==> src/rtl/kernel_window_convolution_macros.svh <==
// assertion helpers shared by the rtl files
`ifndef KERNEL_WINDOW_CONVOLUTION_MACROS_SVH
`define KERNEL_WINDOW_CONVOLUTION_MACROS_SVH

// implication check on a clock with async active-low reset
`define KWC_ASSERT_IMP(label, clk, rst_n, ante, cons, msg) \
	label: assert property (@(posedge clk) disable iff (!rst_n) (ante) |-> (cons)) \
		else $error(msg);

// next-cycle implication check
`define KWC_ASSERT_NXT(label, clk, rst_n, ante, cons, msg) \
	label: assert property (@(posedge clk) disable iff (!rst_n) (ante) |=> (cons)) \
		else $error(msg);

`endif

==> src/rtl/kwc_pkg.sv <==
package kwc_pkg;
	localparam int unsigned PIX_W   = 8;
	localparam int unsigned COEF_W  = 16;
	localparam int unsigned CIDX_W  = 7;
	localparam int unsigned CFG_W   = 11;
	localparam int unsigned POS_W   = 10;
	localparam int unsigned SUM_W   = 32;

	localparam logic ACT_LOAD  = 1'b0;
	localparam logic ACT_PIXEL = 1'b1;

	localparam logic REG_WIDTH  = 1'b0;
	localparam logic REG_HEIGHT = 1'b1;

	// classified beat from the front to the back
	typedef struct packed {
		logic               is_pix;
		logic [CIDX_W-1:0]  cidx;
		logic [COEF_W-1:0]  coef;
		logic [PIX_W-1:0]   pix;
		logic [11:0]        col;
		logic               first_row;
		logic               emit;
		logic [POS_W-1:0]   orow;
		logic [POS_W-1:0]   ocol;
		logic               last;
	} kwc_cmd_t;
endpackage

==> src/rtl/kwc_front.sv <==
module kwc_front #(
	parameter int unsigned KERNEL_SIZE = 9,
	parameter int unsigned MAX_WIDTH   = 1024,
	parameter int unsigned MAX_HEIGHT  = 1024
) (
	input  logic                         clk,
	input  logic                         arst_n,
	input  logic                         cfg_we,
	input  logic                         cfg_idx,
	input  logic                         cfg_valid_idx,
	input  logic [kwc_pkg::CFG_W-1:0]    cfg_data,
	input  logic                         in_valid,
	output logic                         in_ready,
	input  logic                         action,
	input  logic [kwc_pkg::CIDX_W-1:0]   coef_index,
	input  logic [kwc_pkg::COEF_W-1:0]   coef_value,
	input  logic [kwc_pkg::PIX_W-1:0]    pixel,
	output logic                         q_valid,
	input  logic                         q_ready,
	output kwc_pkg::kwc_cmd_t            q_cmd
);
	import kwc_pkg::*;
	`include "kernel_window_convolution_macros.svh"

	localparam int unsigned HIST = KERNEL_SIZE - 1;
	localparam int unsigned MID  = (KERNEL_SIZE - 1) / 2;
	localparam int unsigned QD   = 4;

	logic [CFG_W-1:0] width_q, height_q;
	logic [11:0] row_q, col_q;
	logic [12:0] w_eff, h_eff;
	logic [11:0] r, c, c_nx, r_nx;
	logic fire;
	kwc_cmd_t cmd;

	// clamp register values to the supported range
	always_comb begin
		if (width_q == '0) w_eff = 13'd1;
		else if ({2'b0, width_q} > 13'(MAX_WIDTH)) w_eff = 13'(MAX_WIDTH);
		else w_eff = {2'b0, width_q};
		if (height_q == '0) h_eff = 13'd1;
		else if ({2'b0, height_q} > 13'(MAX_HEIGHT)) h_eff = 13'(MAX_HEIGHT);
		else h_eff = {2'b0, height_q};
		c = ({1'b0, col_q} >= w_eff) ? '0 : col_q;
		r = ({1'b0, row_q} >= h_eff) ? '0 : row_q;
		if ({1'b0, c} + 13'd1 >= w_eff) begin
			c_nx = '0;
			r_nx = ({1'b0, r} + 13'd1 >= h_eff) ? '0 : r + 12'd1;
		end else begin
			c_nx = c + 12'd1;
			r_nx = r;
		end
	end

	always_comb begin
		cmd.is_pix    = (action == ACT_PIXEL);
		cmd.cidx      = coef_index;
		cmd.coef      = coef_value;
		cmd.pix       = pixel;
		cmd.col       = c;
		cmd.first_row = 1'b0;
		cmd.emit      = (r >= 12'(HIST)) && (c >= 12'(HIST));
		cmd.orow      = POS_W'(r - 12'(HIST) + 12'(MID));
		cmd.ocol      = POS_W'(c - 12'(HIST) + 12'(MID));
		cmd.last      = ({1'b0, r} == h_eff - 13'd1) && ({1'b0, c} == w_eff - 13'd1);
	end

	// small fifo toward the back
	kwc_cmd_t    fifo_q [QD];
	logic [1:0]  wp_q, rp_q;
	logic [2:0]  cnt_q;
	logic        pop;

	assign in_ready = (cnt_q != 3'(QD));
	assign fire     = in_valid && in_ready;
	assign q_valid  = (cnt_q != '0);
	assign q_cmd    = fifo_q[rp_q];
	assign pop      = q_valid && q_ready;

	always_ff @(posedge clk) begin
		if (fire) fifo_q[wp_q] <= cmd;
	end

	always_ff @(posedge clk or negedge arst_n) begin
		if (!arst_n) begin
			wp_q <= '0;
			rp_q <= '0;
			cnt_q <= '0;
			width_q <= CFG_W'(1024);
			height_q <= CFG_W'(1024);
			row_q <= '0;
			col_q <= '0;
		end else begin
			if (fire) wp_q <= wp_q + 2'd1;
			if (pop) rp_q <= rp_q + 2'd1;
			cnt_q <= cnt_q + {2'b0, fire} - {2'b0, pop};
			if (cfg_we && cfg_valid_idx) begin
				if (cfg_idx == REG_WIDTH) width_q <= cfg_data;
				else height_q <= cfg_data;
				row_q <= '0;
				col_q <= '0;
			end else if (fire && cmd.is_pix) begin
				row_q <= r_nx;
				col_q <= c_nx;
			end
		end
	end

	`KWC_ASSERT_IMP(a_fifo_bound, clk, arst_n, 1'b1, cnt_q <= 3'(QD), "fifo count overflow")
	`KWC_ASSERT_NXT(a_no_push_full, clk, arst_n, cnt_q == 3'(QD) && !pop,
		cnt_q == 3'(QD), "fifo full lost state")
	`KWC_ASSERT_IMP(a_col_range, clk, arst_n, fire && cmd.is_pix,
		{1'b0, c} < w_eff, "column outside frame")
endmodule

==> config.mk <==
export PLATFORM = sky130hd
export DESIGN_NAME = kwc_front
export DESIGN_NICKNAME = d
export VERILOG_FILES = /design/src/rtl/kwc_pkg.sv /design/src/rtl/kwc_front.sv
export VERILOG_INCLUDE_DIRS = /design/src /design/src/rtl
export SDC_FILE = /design/constraint.sdc
export NUM_CORES = 1
export LEC_CHECK = 0
export ABC_CLOCK_PERIOD_IN_PS = 7700
export BUFFER_PORTS_ARGS = -buffer_cell sky130_fd_sc_hd__buf_4
export CAP_MARGIN = 20
export CORE_MARGIN = 2
export CORE_UTILIZATION = 55
export DETAILED_ROUTE_END_ITERATION = 12
export GPL_TIMING_DRIVEN = 0
export PLACE_DENSITY = 0.74
export SKIP_CTS_REPAIR_TIMING = 1
export SYNTH_ARGS = -nofsm -noshare
export SYNTH_HDL_FRONTEND = slang
export SYNTH_SLANG_ARGS = --single-unit
==> constraint.sdc <==
create_clock -name clk -period 7.7 [get_ports clk]
set_clock_uncertainty 0.15 [all_clocks]
set_input_delay 1.54 -clock clk [delete_from_list [all_inputs] [get_ports clk]]
set_output_delay 1.54 -clock clk [all_outputs]
set_load 0.005 [all_outputs]
==> out/metrics.cfg <==
[status]
status = completed

[drt]
drc = 0
wl_per_cell_um = 20.5
first_pass_iters = 7
vias_per_cell = 5.83
drt_wl_total_um = 29800
dr_total_vias = 8458
postRouteAntennaNets = 0
drt_iter0_markers = 690

[logic_synthesis]
yosysWarningCount = 0
syn_area_um2 = 14200
synthSimpleGateAreaFrac_pct = 7.91
synthCells = 939
synthAdderAreaFrac_pct = 5.60
syn_area_per_cell_um2 = 15.1
synth-edff-count = 256
synth_top_area_share_pct = 54.1
netlist_top_cells_area = edfxtp_1 (54%), mux4_2 (10%), dfrtp_1 (9.0%), ha_1 (5.5%), mux2_2 (1.7%)
yosys_most_used_dff = edfxtp_1
async_flop_share_pct = 17.2
synth_cell_types = 61
synth-compound-area-share_pct = 6.05
seq_area_frac_synth_pct = 63.4
synth-seq-cells = 309
synth_top_family_by_area = multiplexers
synthMuxAreaShare_pct = 12.0
synth_xor_area_share_pct = 2.65
synth_largest_area_cell = edfxtp_1

[clock_tree]
clockBufferDepth = 3
cts_root_buffer = clkbuf_16
clk_pin_slew_worst_paths_ns = 0.06
clock-sinks = 309
clkLatencyLatePin_ns = 0.56
h-tree-depth = 1
cts_tree = built
cts_buffers = 31

[critical_path]
cp_max_fo = 10
r2r_end = row_q[10]$_DFFE_PN0P_
setup.worst_path.end = row_q[10]$_DFFE_PN0P_
worstPathRequired_ns = 8.04
r2r_cells = 27
crit_slowest_cell = dfstp_2
cpPeakStageDelay_ns = 0.53
regToRegSetupSlack_ns = 0.77
setup.worst_path.class = flop to flop
cp_num_buf_inv = 8
end_kind = flop
crit_cells = 27
arrival_ns = 7.27
cp-startpoint = height_q[10]$_DFFE_PN1P_
reg2reg_from = height_q[10]$_DFFE_PN1P_
cp_common_cell = clkbuf_1
start_kind = flop
crit_family = buffers and inverters

[final_layout]
fillers = 1796
layout-drive-gt1-share_pct = 25.0
areaGrowthSynthToFinish_pct = 17.1
finalNonFillerCells = 1452
fin_nets = 1210
diodes = 0

[flow_run]
cap_violations = 0

[placed_design]
post-place-ws_ns = 0.713
place_inst = 1394
portBuffers = 117
place.gp.congestion = 0.868
place_hpwl_um = 20200

[pwr]
p_leak_uw = 0.00597
peakVddDrop_mv = 0.236
power_density_nw_per_um2 = 316
finalPower_uw = 5260

[sta]
finalSetupViolCount = 0
worst_slew_pin_slew_ns = 1.01
period_needed_ns = 6.93
timing.fmax_mhz = 144
worst_slack_ns = 0.767
maxSlewHeadroom_pct = 32.5
tns_ns = 0
drv_slew = 0
post-route-period-util_pct = 90.0
hold_viol = 0
grt_setup_unrepaired = false

[grt]
grt_pass1_vias = 8571
grt_overflow = 0
track_usage_pct = 22.6
grt_max_degree = 61
grt_pass1_wl_um = 47000
antenna_found_initial = 0

[floorplanning]
die_area_um2 = 27200
fp.dieW_um = 165
num_io_pins = 119
die_h_um = 165
coreArea_um2 = 25300
initial_core_util_pct = 56.3
row_count = 58

[min_path]
hold_class = flop to flop
hold_path_depth = 1

==> kinds of logic (layout without fill, tap and decap cells) <==
| logic type | count (synthesis) | after routing |
|---|---|---|
| buffers and inverters | 85 | 264 |
| other | 1 | 5 |
| flip-flops | 309 | 309 |
| AND/OR/NAND/NOR | 222 | 222 |
| AO/OA/AOI/OAI | 128 | 128 |
| adder cells (fa/ha/maj) | 63 | 63 |
| multiplexers | 88 | 88 |
| XOR/XNOR | 43 | 43 |
==> routing by layer <==
layer	GRT usage [%]	wire (um)	share of wire, %	up-vias
li1	-	-	-	3958
met1	30.9	12700	43	4217
met2	38.8	14800	50	241
met3	3.19	1580	5.3	42
met4	5.18	748	2.5	0
met5	0	0	0	-
==> state kept, by name (all words and copies together), names as in the netlist <==
register and cells:
width_q 11, rp_q 2, wp_q 2, height_q 11, col_q 12, fifo_q 256, row_q 12, cnt_q 3
==> Yosys cell counts (all sizes together), types with 3 or more instances <==
master    n
o21a      4
a32oi     3
buf      15
and2     14
xor2     19
nand4    10
a21o      4
nor2     54
o211ai    4
o31ai     3
clkbuf   39
and3     13
o22ai     3
and4      3
xnor2    24
a22o     25
mux4     64
dfrtp    51
a21oi    32
nor3b     3
mux2     22
nand3    21
o21ai    28
nand2b    5
nor3     13
nand2    61
inv      30
a211oi    5
ha       62
nor4     10
or3       4
edfxtp  256
==> worst reg2reg max path, cell delays in order, from the launching register on <==
cell and delay, ns:
dfstp_2 0.53, clkbuf_1 0.35, inv_1 0.19, clkbuf_1 0.25
nand2_1 0.18, ha_1 0.29, a211oi_1 0.26, nand2_1 0.10
o31ai_1 0.31, and2_1 0.17, clkbuf_1 0.30, clkbuf_1 0.42
nand2_1 0.19, inv_1 0.22, ha_1 0.18, clkbuf_1 0.27
nand4_1 0.18, xor2_1 0.18, nor2_1 0.17, ha_1 0.27
nand3_1 0.13, nor2_1 0.06, a211o_1 0.28, a21oi_1 0.16
o211ai_1 0.14, nor3_1 0.26, clkbuf_1 0.41, a22o_1 0.25
==> layout make-up <==
cell class	count	area, um^2	area share [%]
flip-flops and latches	309	9020	54.1
multi-input cells	549	4910	29.5
plain buffers	54	218	1.31
inverters	31	116	0.699
clock buffers	33	783	4.70
well taps	330	413	2.48
clock inverters	25	215	1.29
repair buffers	121	981	5.89
==> how the worst min path moves through the flow <==
stage	startpoint	end
global placement	cnt_q[2]$_DFF_PN0_	cnt_q[2]$_DFF_PN0_
detailed placement	col_q[11]$_DFFE_PN0P_	col_q[11]$_DFFE_PN0P_
finish	col_q[11]$_DFFE_PN0P_	col_q[11]$_DFFE_PN0P_
CTS	col_q[11]$_DFFE_PN0P_	col_q[11]$_DFFE_PN0P_
global route	col_q[11]$_DFFE_PN0P_	col_q[11]$_DFFE_PN0P_
floorplan	col_q[11]$_DFFE_PN0P_	col_q[11]$_DFFE_PN0P_
==> where the power goes <==
part / leakage [uW] / switching (uW) / internal (uW) / total, uW
logic: 0.00269 / 822 / 763 / 1590
clock network: 0.000482 / 634 / 814 / 1450
registers: 0.00281 / 100 / 2120 / 2220
total: 0.00597 / 1560 / 3700 / 5260
==> through the flow <==
| step | util [%] | cell area (um^2) | hold slack, ns |
|---|---|---|---|
| finish | 65.9 | 16700 | 0.352 |
| global route | 65.9 | 16700 | 0.362 |
| CTS | 65.9 | 16600 | 0.349 |
| detailed placement | 62.0 | 15600 | 0.331 |
| global placement | 61.5 | 15500 | 0.326 |
| floorplan | - | 14200 | 0.304 |
==> cell usage in the layout, fill, tap and decap left out, types with 5 or more instances in the layout <==
cell,synthesis,final
a211oi_1,5,5
a21oi_1,32,32
a22o_1,25,25
and2_1,14,14
and3_1,13,9
buf_1,10,9
buf_4,3,120
clkbuf_1,39,41
clkbuf_16,0,31
clkinv_2,0,10
clkinvlp_4,0,6
conb_1,1,5
dfrtp_1,51,51
edfxtp_1,256,256
ha_1,62,62
inv_1,30,30
mux2_2,22,22
mux4_2,64,64
nand2_1,61,61
nand2b_1,5,5
nand3_1,21,21
nand4_1,10,10
nor2_1,54,54
nor3_1,11,11
nor4_1,8,8
o21ai_0,28,28
xnor2_1,24,24
xor2_1,19,19
(Power assumes the default switching activity.)
